==> config.mk <==
export PLATFORM = sky130hd
export DESIGN_NAME = odometry_trajectory_tracker_unit
export DESIGN_NICKNAME = d
export VERILOG_FILES = /design/src/hw/rtl/otu_pkg.sv /design/src/hw/rtl/otu_cordic.sv /design/src/hw/rtl/odometry_trajectory_tracker_unit.sv
export SDC_FILE = /design/constraint.sdc
export NUM_CORES = 2
export LEC_CHECK = 0
export BUFFER_PORTS_ARGS = -buffer_cell sky130_fd_sc_hd__buf_2
export CAP_MARGIN = 20
export CORE_MARGIN = 5
export CORE_UTILIZATION = 35
export CTS_CLUSTER_DIAMETER = 150
export DETAILED_ROUTE_END_ITERATION = 12
export SLEW_MARGIN = 25
export SYNTH_ARGS = -nofsm -noshare
export SYNTH_HDL_FRONTEND = slang
export SYNTH_SLANG_ARGS = --single-unit
==> constraint.sdc <==
create_clock -name clk -period 18.7 [get_ports clk]
set_input_delay 2.805 -clock clk [delete_from_list [all_inputs] [get_ports clk]]
set_output_delay 2.805 -clock clk [all_outputs]
set_load 0.01 [all_outputs]
==> src/hw/rtl/otu_pkg.sv <==
`timescale 1ns / 1ps
// ----------------------------------------------------------------------------
// otu_pkg: shared types and constants of the odometry trajectory tracker
// Widths, CORDIC constants, the arctangent table and configuration indexes.
// ----------------------------------------------------------------------------
package otu_pkg;

  // Field widths
  localparam int POS_W  = 32;  // signed Q16.16 position
  localparam int DIFF_W = 33;  // difference of two positions
  localparam int MAG_W  = 33;  // unsigned Q17.16 distance
  localparam int ANG_W  = 26;  // signed angle in 2^-16 degree
  localparam int LEN_W  = 48;  // unsigned Q32.16 path length
  localparam int CNT_W  = 16;  // waypoint count
  localparam int BRG_W  = 16;  // bearing in 1/128 degree
  localparam int THR_W  = 32;  // threshold registers

  // CORDIC datapath
  localparam int CORDIC_STEPS_DEF = 24;
  localparam int GUARD_BITS = 8;
  localparam int CORD_XW    = 44;  // x and y working width
  localparam int ITER_W     = 5;   // indexes the 32-entry arctangent table
  localparam int TAB_W      = 22;
  localparam int GAIN_W     = 20;
  localparam int MUL_LO_W   = 22;  // low slice of x for the split multiply
  localparam int PROD_W     = 64;
  localparam int MAG_SHIFT  = GUARD_BITS + 20;

  localparam logic [GAIN_W-1:0] GAIN_Q20 = 20'd636751;
  localparam logic [MAG_W-1:0]  MAX33    = {MAG_W{1'b1}};
  localparam logic signed [ANG_W-1:0] HALF_TURN_FINE = 26'sd11796480;
  localparam logic signed [BRG_W-1:0] BEARING_LIMIT  = 16'sd23040;

  localparam logic [TAB_W-1:0] ATAN_FINE [32] = '{
    22'd2949120, 22'd1740967, 22'd919879, 22'd466945,
    22'd234379,  22'd117304,  22'd58666,  22'd29335,
    22'd14668,   22'd7334,    22'd3667,   22'd1833,
    22'd917,     22'd458,     22'd229,    22'd115,
    22'd57,      22'd29,      22'd14,     22'd7,
    22'd4,       22'd2,       22'd1,      22'd0,
    22'd0,       22'd0,       22'd0,      22'd0,
    22'd0,       22'd0,       22'd0,      22'd0
  };

  // Configuration register indexes
  localparam int CFG_IDX_W = 2;
  localparam logic [CFG_IDX_W-1:0] REG_RECORD_THR = 2'd0;
  localparam logic [CFG_IDX_W-1:0] REG_NOISE_THR  = 2'd1;

  localparam logic [THR_W-1:0] RECORD_THR_RESET = 32'd3277;
  localparam logic [THR_W-1:0] NOISE_THR_RESET  = 32'd66;

  // Request to and response from the shared CORDIC unit
  typedef struct packed {
    logic                     start;
    logic signed [DIFF_W-1:0] dx;
    logic signed [DIFF_W-1:0] dy;
  } cord_req_t;

  typedef struct packed {
    logic                    done;
    logic [MAG_W-1:0]        mag;
    logic signed [ANG_W-1:0] ang;
  } cord_rsp_t;

endpackage

==> src/hw/rtl/otu_cordic.sv <==
`timescale 1ns / 1ps
// ----------------------------------------------------------------------------
// otu_cordic: iterative vectoring CORDIC
// One rotation per cycle, then a two-slice gain multiply and the unfold step.
// ----------------------------------------------------------------------------
module otu_cordic #(
  parameter int CORDIC_STEPS = otu_pkg::CORDIC_STEPS_DEF
) (
  input  logic              clk,
  input  logic              rst,
  input  otu_pkg::cord_req_t req,
  output otu_pkg::cord_rsp_t rsp
);

  localparam int XW  = otu_pkg::CORD_XW;
  localparam int ZW  = otu_pkg::ANG_W;
  localparam int IW  = otu_pkg::ITER_W;
  localparam int LW  = otu_pkg::MUL_LO_W;
  localparam int HW  = XW - LW;
  localparam int GW  = otu_pkg::GAIN_W;
  localparam int PLW = LW + GW;
  localparam int PHW = HW + GW;
  localparam int PW  = otu_pkg::PROD_W;
  localparam int DW  = otu_pkg::DIFF_W;
  localparam int MW  = otu_pkg::MAG_W;
  localparam int SH  = otu_pkg::MAG_SHIFT;

  typedef enum logic [2:0] {
    C_IDLE, C_ITER, C_MUL_LO, C_MUL_HI, C_FIN
  } cstate_t;

  cstate_t state;
  logic signed [XW-1:0] x, y;
  logic signed [ZW-1:0] z;
  logic [IW-1:0] iter;
  logic dx_neg, dy_neg;
  logic [PLW-1:0] prod_lo;
  logic [PHW-1:0] prod_hi;

  logic [DW-1:0] abs_dx, abs_dy;
  logic signed [XW-1:0] xs, ys;
  logic signed [ZW-1:0] step_ang;
  logic y_pos;
  logic [PW-1:0] prod_sum;
  logic [PW-SH-1:0] mag_full;
  logic signed [ZW-1:0] z_half, z_out;

  always_comb begin
    abs_dx   = req.dx[DW-1] ? (~req.dx + 1'b1) : req.dx;
    abs_dy   = req.dy[DW-1] ? (~req.dy + 1'b1) : req.dy;
    xs       = x >>> iter;
    ys       = y >>> iter;
    y_pos    = !y[XW-1] && (y != '0);
    step_ang = $signed({{(ZW-otu_pkg::TAB_W){1'b0}}, otu_pkg::ATAN_FINE[iter]});
    prod_sum = {{(PW-PLW){1'b0}}, prod_lo} + {prod_hi, {LW{1'b0}}}
             + (PW'(1) << (SH - 1));
    mag_full = prod_sum[PW-1:SH];
    z_half   = dx_neg ? (otu_pkg::HALF_TURN_FINE - z) : z;
    z_out    = dy_neg ? -z_half : z_half;
  end

  always_ff @(posedge clk) begin
    if (rst) begin
      state    <= C_IDLE;
      rsp.done <= 1'b0;
    end else begin
      rsp.done <= 1'b0;
      case (state)
        C_IDLE: begin
          if (req.start) begin
            if (req.dx == '0 && req.dy == '0) begin
              // A zero vector has no direction: report zero length and angle.
              rsp.mag  <= '0;
              rsp.ang  <= '0;
              rsp.done <= 1'b1;
            end else begin
              x      <= $signed({{(XW-DW-otu_pkg::GUARD_BITS){1'b0}}, abs_dx,
                                 {otu_pkg::GUARD_BITS{1'b0}}});
              y      <= $signed({{(XW-DW-otu_pkg::GUARD_BITS){1'b0}}, abs_dy,
                                 {otu_pkg::GUARD_BITS{1'b0}}});
              z      <= '0;
              iter   <= '0;
              dx_neg <= req.dx[DW-1];
              dy_neg <= req.dy[DW-1];
              state  <= C_ITER;
            end
          end
        end
        C_ITER: begin
          if (y_pos) begin
            x <= x + ys;
            y <= y - xs;
            z <= z + step_ang;
          end else begin
            x <= x - ys;
            y <= y + xs;
            z <= z - step_ang;
          end
          if (iter == IW'(CORDIC_STEPS - 1)) begin
            state <= C_MUL_LO;
          end else begin
            iter <= iter + 1'b1;
          end
        end
        C_MUL_LO: begin
          prod_lo <= {{GW{1'b0}}, x[LW-1:0]} * {{LW{1'b0}}, otu_pkg::GAIN_Q20};
          state   <= C_MUL_HI;
        end
        C_MUL_HI: begin
          prod_hi <= {{GW{1'b0}}, x[XW-1:LW]} * {{HW{1'b0}}, otu_pkg::GAIN_Q20};
          state   <= C_FIN;
        end
        C_FIN: begin
          rsp.mag  <= (mag_full > {{(PW-SH-MW){1'b0}}, otu_pkg::MAX33})
                      ? otu_pkg::MAX33 : mag_full[MW-1:0];
          rsp.ang  <= z_out;
          rsp.done <= 1'b1;
          state    <= C_IDLE;
        end
        default: state <= C_IDLE;
      endcase
    end
  end

endmodule

==> src/hw/rtl/odometry_trajectory_tracker_unit.sv <==
`timescale 1ns / 1ps
// ----------------------------------------------------------------------------
// odometry_trajectory_tracker_unit: path length, waypoints and bearing home
// Tracks odometry samples and reports distance and bearing back to start.
// ----------------------------------------------------------------------------
// Usage:
//   The input channel (in_valid/in_ready, pos_x, pos_y) takes one odometry
//   sample per transfer. The output channel (out_valid/out_ready) returns one
//   result per sample: total path length, distance and bearing to the start
//   point, a waypoint flag and the waypoint count.
//   The configuration channel (cfg_valid/cfg_ready, cfg_index, cfg_data) sets
//   the record threshold (index 0) and the noise threshold (index 1); other
//   indexes are ignored. Write it only while no sample is in flight.
//   Each sample runs up to three vectors through one shared iterative CORDIC,
//   one rotation per clock. in_ready is high only between samples and
//   returns in the cycle the result appears, so the block takes no new
//   sample before it has finished the last one. The first sample needs no
//   waypoint distance and finishes sooner.
//   A finished result sits in the output register while the next sample is
//   taken; if the receiver still stalls when that sample finishes, the block
//   waits with the new result until the output register frees up.
//   Synchronous reset clears the tracking state, restores the threshold
//   defaults and drops any result not yet transferred.
// ----------------------------------------------------------------------------
module odometry_trajectory_tracker_unit #(
  parameter int CORDIC_STEPS = otu_pkg::CORDIC_STEPS_DEF
) (
  input  logic                                 clk,
  input  logic                                 rst,
  input  logic                                 in_valid,
  output logic                                 in_ready,
  input  logic signed [otu_pkg::POS_W-1:0]     pos_x,
  input  logic signed [otu_pkg::POS_W-1:0]     pos_y,
  output logic                                 out_valid,
  input  logic                                 out_ready,
  output logic [otu_pkg::LEN_W-1:0]            path_length,
  output logic [otu_pkg::MAG_W-1:0]            distance_to_start,
  output logic signed [otu_pkg::BRG_W-1:0]     home_bearing,
  output logic                                 waypoint_recorded,
  output logic [otu_pkg::CNT_W-1:0]            waypoint_count,
  input  logic                                 cfg_valid,
  output logic                                 cfg_ready,
  input  logic [otu_pkg::CFG_IDX_W-1:0]        cfg_index,
  input  logic [otu_pkg::THR_W-1:0]            cfg_data
);

  localparam int PW = otu_pkg::POS_W;
  localparam int LW = otu_pkg::LEN_W;
  localparam int MW = otu_pkg::MAG_W;
  localparam int ZW = otu_pkg::ANG_W;
  localparam int BW = otu_pkg::BRG_W;
  localparam int CW = otu_pkg::CNT_W;
  localparam int TW = otu_pkg::THR_W;

  // The sequencer walks through up to three CORDIC jobs of one sample. Each
  // job has a state that issues the request and a state that waits for the response.
  typedef enum logic [2:0] {
    S_IDLE, S_STEP_GO, S_STEP_WAIT, S_WP_GO, S_WP_WAIT,
    S_HOME_GO, S_HOME_WAIT, S_EMIT
  } state_t;

  state_t state;

  // Tracking state
  logic started;
  logic signed [PW-1:0] start_x, start_y;
  logic signed [PW-1:0] prev_x, prev_y;
  logic signed [PW-1:0] wp_x, wp_y;
  logic [LW-1:0] total_length;
  logic [CW-1:0] waypoints_seen;
  logic [TW-1:0] record_thr, noise_thr;

  // Current sample and its partial results
  logic signed [PW-1:0] cur_x, cur_y;
  logic record;
  logic [MW-1:0] dstart;
  logic signed [BW-1:0] bearing;

  otu_pkg::cord_req_t creq;
  otu_pkg::cord_rsp_t crsp;

  logic [LW:0] length_sum;
  logic signed [ZW:0] ang_round;
  logic signed [ZW:0] ang_fine;

  assign in_ready  = (state == S_IDLE) && !rst;
  assign cfg_ready = !rst;

  // Operand selection for the shared CORDIC: each job gets its own vector.
  always_comb begin
    creq.start = 1'b0;
    creq.dx    = '0;
    creq.dy    = '0;
    case (state)
      S_STEP_GO: begin
        creq.start = 1'b1;
        creq.dx    = {cur_x[PW-1], cur_x} - {prev_x[PW-1], prev_x};
        creq.dy    = {cur_y[PW-1], cur_y} - {prev_y[PW-1], prev_y};
      end
      S_WP_GO: begin
        creq.start = 1'b1;
        creq.dx    = {cur_x[PW-1], cur_x} - {wp_x[PW-1], wp_x};
        creq.dy    = {cur_y[PW-1], cur_y} - {wp_y[PW-1], wp_y};
      end
      S_HOME_GO: begin
        creq.start = 1'b1;
        creq.dx    = {start_x[PW-1], start_x} - {cur_x[PW-1], cur_x};
        creq.dy    = {start_y[PW-1], start_y} - {cur_y[PW-1], cur_y};
      end
      default: begin
        creq.start = 1'b0;
      end
    endcase
  end

  // Saturating path length and rounding of the fine angle to 1/128 degree.
  always_comb begin
    length_sum = {1'b0, total_length} + {{(LW+1-MW){1'b0}}, crsp.mag};
    ang_round  = {crsp.ang[ZW-1], crsp.ang} + (ZW+1)'(256);
    ang_fine   = ang_round >>> 9;
  end

  otu_cordic #(
    .CORDIC_STEPS(CORDIC_STEPS)
  ) u_cordic (
    .clk(clk),
    .rst(rst),
    .req(creq),
    .rsp(crsp)
  );

  always_ff @(posedge clk) begin
    if (rst) begin
      state          <= S_IDLE;
      started        <= 1'b0;
      start_x        <= '0;
      start_y        <= '0;
      prev_x         <= '0;
      prev_y         <= '0;
      wp_x           <= '0;
      wp_y           <= '0;
      total_length   <= '0;
      waypoints_seen <= '0;
      record_thr     <= otu_pkg::RECORD_THR_RESET;
      noise_thr      <= otu_pkg::NOISE_THR_RESET;
      out_valid      <= 1'b0;
    end else begin
      // A transferred result frees the output register, unless the next
      // result is loaded into it in the same cycle.
      if (out_valid && out_ready && (state != S_EMIT)) begin
        out_valid <= 1'b0;
      end

      if (cfg_valid && cfg_ready) begin
        case (cfg_index)
          otu_pkg::REG_RECORD_THR: record_thr <= cfg_data;
          otu_pkg::REG_NOISE_THR:  noise_thr  <= cfg_data;
          default: begin
          end
        endcase
      end

      case (state)
        S_IDLE: begin
          if (in_valid && in_ready) begin
            cur_x <= pos_x;
            cur_y <= pos_y;
            // The first sample sets the origin and the first step point.
            if (!started) begin
              start_x <= pos_x;
              start_y <= pos_y;
              prev_x  <= pos_x;
              prev_y  <= pos_y;
            end
            state <= S_STEP_GO;
          end
        end
        S_STEP_GO:   state <= S_STEP_WAIT;
        S_STEP_WAIT: begin
          if (crsp.done) begin
            // Steps at or below the noise floor are dropped entirely.
            if (crsp.mag > {{(MW-TW){1'b0}}, noise_thr}) begin
              total_length <= length_sum[LW] ? {LW{1'b1}} : length_sum[LW-1:0];
              prev_x       <= cur_x;
              prev_y       <= cur_y;
            end
            if (started) begin
              state <= S_WP_GO;
            end else begin
              record <= 1'b1;
              state  <= S_HOME_GO;
            end
          end
        end
        S_WP_GO:   state <= S_WP_WAIT;
        S_WP_WAIT: begin
          if (crsp.done) begin
            record <= crsp.mag >= {{(MW-TW){1'b0}}, record_thr};
            state  <= S_HOME_GO;
          end
        end
        S_HOME_GO: begin
          // The waypoint moves even when the count has saturated.
          if (record) begin
            wp_x <= cur_x;
            wp_y <= cur_y;
            if (waypoints_seen != {CW{1'b1}}) begin
              waypoints_seen <= waypoints_seen + 1'b1;
            end
          end
          started <= 1'b1;
          state   <= S_HOME_WAIT;
        end
        S_HOME_WAIT: begin
          if (crsp.done) begin
            dstart <= crsp.mag;
            if (ang_fine > (ZW+1)'(otu_pkg::BEARING_LIMIT)) begin
              bearing <= otu_pkg::BEARING_LIMIT;
            end else if (ang_fine < -(ZW+1)'(otu_pkg::BEARING_LIMIT)) begin
              bearing <= -otu_pkg::BEARING_LIMIT;
            end else begin
              bearing <= ang_fine[BW-1:0];
            end
            state <= S_EMIT;
          end
        end
        S_EMIT: begin
          // Hold the finished result until the output register is free.
          if (!out_valid || out_ready) begin
            path_length       <= total_length;
            distance_to_start <= dstart;
            home_bearing      <= bearing;
            waypoint_recorded <= record;
            waypoint_count    <= waypoints_seen;
            out_valid         <= 1'b1;
            state             <= S_IDLE;
          end
        end
        default: state <= S_IDLE;
      endcase
    end
  end

endmodule

==> metrics.md <==
| Metric | Value |
|---|---|
| Worst-margin pin slew | between 1000 and 1500 ps |
| Final hold violations | 0 |
| PostCTS Resize Cnt | 0 |
| Cell area after synthesis | 73800 um2 |
| Largest net degree at the start of global routing | between 90 and 100 |
| Skew-Pair Late Insertion Delay | 760 ps |
| Max-slew violations | 0 |
| Clock period minus worst slack | approximately 8500 ps |
| Post-synth ARST share | 0% |
| Bufs on Longest Clock Path | 3 |
| Tot Pwr | 15100 uW |
| CP arrival | 8900 ps |
| Placed Cells | between 10000 and 15000 |
| Yosys top cell by area | edfxtp_1 |
| Pint | around 8100 uW |
| Yosys warns | 0 |
| Comb pwr share | a little under three quarters |
| Crit path max-delay family | compound AO/OA/AOI/OAI gates |
| Net switching power | about 7000 uW |
| Clk root buf | clkbuf_16 |
| TritonRoute pass-1 iters | 6 |
| Gp weighted congestion | a little over 0.9 |
| Fmax | roughly 120 MHz |
| Net Sw Frac | 46.3% |
| # port buffers | about 220 |
| Flop pwr share | roughly 17% |
| Final ANT Viol Nets | 0 |
| Number of synthesized flops with an enable pin | around 460 |
| 1st-iter DRT viols | ~4800 |
| Static Leak | ~0.034 uW |
| Final setup violation count | 0 |
| CTS tree | yes |
| Fin worst setup slack | 10160 ps |
| Hold Startpoint | dstart[5] |
| Flop and latch count out of synthesis | slightly below 800 |
| Post-CTS setup repair buffer count | 0 |
| Row cnt | between 150 and 200 |
| Die ar. | 220000 um2 |
| CP Data Required Time | about 19000 ps |
| Overflow after GRT | 0 |
| Main synth FF type | edfxtp_1 |
| Clock-pin slew of the registers on the worst-case setup and hold paths | 70 ps |
| DRC | 0 |
| RR Startpoint | state[0] |
| Most frequent cells in the layout | 876 x inv_1, 867 x nand2_1, 762 x ha_1 |
| CP Max Fanout | about 50 |
| Crit. End Element | register |
| Gate Count Post-Synth | roughly 8000 |
| Sequential share of the synthesized area | approximately 28% |
| Die Width | around 470 um |
| Post-synth cell types | 95 |
| Number of global-route vias before repair | 58309 |
| Power Dens Cells | around 190 nW/um2 |
| Dpl hpwl | roughly 170000 um |
| Hold WC Path Type | reg -> reg |
| Routed WL per cell | about 20 um |
| RSZ-0062 raised after global routing | no |
| Worst vdd ir | around 0.00044 V |
| Most frequent CP cell | buf_4 |
| # IOs | 220 |
| CP Launch Type | register |
| Most common cell after layout, fill and taps aside | inv_1 |
| Buffers & Inverters on Critical Path | 4 |
| Total GRT Usage | between 10% and 20% |
| Slowest-stage cell, CP | dfxtp_1 |
| Core area | ~210000 um2 |
| H-tree levels | 3 |
| TNS Setup | 0 ps |
| Post-place setup slack | slightly above 10000 ps |
| Clk pwr share | around an eighth |
| CTS Buf Count | 90 |
| Headroom to the max-slew limit | between 20% and 30% |
| Routed WL | 217000 um |
| Syn Nets | approximately 9300 |
| Vias per inst | between 5 and 6 |
| Die Ht | about 470 um |
| Critical-path cell list | nor2b_4 > nand2_4 > buf_4 > mux2_2 > ha_1 > inv_1 > fa_1 > a21oi_1 > o21ai_0 > o221ai_1 > o211ai_1 > a311oi_1 > o31ai_1 > xor2_1 > a221oi_1 > nand3_1 > or3_1 > or3_1 > nor4_2 > buf_4 > a32o_2 > buf_4 |
| CTS Sinks | 791 |
| Vias | approximately 59000 |
| Initial core utilization | 35.2% |
| Syn_area_per_cell | between 9 and 10 um2 |
| Layout cells sized above 1 | about 8% |
| Slowest stage delay, CP | between 600 and 700 ps |
| Tcrit/Tclk final | approximately 46% |
| Non-Filler Instances | 10957 |
| Status | complete, no violations |
| Synth top area share | 18.8% |
| Synthesis-to-finish area growth | 9.60% |
| First-pass GRT wire length | 339000 um |
| Nets | ~9400 |
| Cts hold-fix bufs | 0 |
| Top area cells in the synthesized netlist | edfxtp_1 19%, ha_1 13%, fa_1 11% |
| Initial antenna violation count | 15 |
| Setup CP Type | reg -> reg |
| Critical path startpoint | state[0] |
| Max Cap Viol | 0 |
| Layout Skew | 63.9 ps |
| Fill count | approximately 21000 |
-- cells by family after synthesis --
kind of cell	after synthesis	share of synthesized area, %
XOR/XNOR	494	5.86
flip-flops	791	27.7
buffers and inverters	1203	6.28
AND/OR/NAND/NOR	2135	13.3
multiplexers	363	7.02
AO/OA/AOI/OAI	1840	15.5
adder cells (fa/ha/maj)	1181	24.3
-- Yosys cell counts, types with 211 or more instances --
master    count
xnor2_1     275
inv_1       878
nor2_1      492
dfxtp_1     329
mux2i_1     211
clkbuf_1    247
xor2_1      219
fa_1        419
edfxtp_1    462
o21ai_0     376
a21oi_1     621
nand2_1     871
ha_1        762
-- worst reg2reg max path, stage by stage (launching register included) --
cell and delay, ps:
dfxtp_1 690, nor2b_4 690, nand2_4 520, buf_4 520
mux2_2 320, ha_1 190, inv_1 70, fa_1 390
a21oi_1 270, o21ai_0 230, o221ai_1 410, o211ai_1 270
a311oi_1 530, o31ai_1 260, xor2_1 190, a221oi_1 460
nand3_1 190, or3_1 400, or3_1 390, nor4_2 150
buf_4 230, a32o_2 140, buf_4 610
-- flip-flops by register name, indices dropped and copies added, names as in the netlist, 16 cells and up --
| register | count |
|---|---|
| wp_x | 32 |
| total_length | 48 |
| u_cordic.x | 44 |
| distance_to_start | 33 |
| wp_y | 32 |
| cur_x | 32 |
| prev_x | 32 |
| noise_thr | 32 |
| start_x | 32 |
| prev_y | 32 |
| dstart | 33 |
| u_cordic.prod_lo | 20 |
| start_y | 32 |
| waypoints_seen | 16 |
| record_thr | 32 |
| u_cordic.prod_hi | 42 |
| path_length | 48 |
| home_bearing | 16 |
| cur_y | 32 |
| u_cordic.z | 26 |
| u_cordic.y | 44 |
| bearing | 16 |
| waypoint_count | 16 |
| u_cordic.rsp | 52 |
-- worst paths after layout --
kind	to	cells past startpoint	slack, ps
setup reg to reg	u_cordic.rsp[26]	22	10160
hold reg to reg	distance_to_start[5]	0	420
hold / removal	distance_to_start[5]	0	420
setup / recovery	u_cordic.rsp[26]	22	10160
-- per-layer routing --
metal,vias to the layer above,wire length [um],global-route usage (%)
li1,28322,-,-
met1,28933,101000,27.1
met2,1796,97300,30.4
met3,331,13200,2.73
met4,8,5800,4.80
met5,-,49,0
-- power by group through the flow --
stage,clock network (uW),registers [uW],logic [uW]
after floorplan,0,2510,8140
after global placement,0,2540,10400
after detailed placement,0,2540,10600
after CTS,1910,2500,10700
after global routing,1990,2510,12300
final,1870,2500,10700
-- stage by stage --
step / cell area [um2] / util [%] / hold WS, ps
finish: 80900 / 38.6 / 416
global route: 80900 / 38.6 / 420
CTS: 80900 / 38.5 / 419
detailed placement: 77800 / 37.1 / 405
global placement: 77800 / 37.1 / 404
floorplan: 73800 / - / 400
-- layout make-up --
class | count | area [um2] | share of cell area (%)
multi-input cells | 6013 | 48800 | 60.4
flip-flops and latches | 791 | 20500 | 25.3
well taps | 2805 | 3510 | 4.34
inverters | 884 | 3320 | 4.10
clock buffers | 109 | 2380 | 2.95
repair buffers | 288 | 1650 | 2.04
clock inverters | 60 | 713 | 0.882
diodes | 7 | 17.5 | 0.0217
No activity file was read; power rests on OpenSTA's default activity.
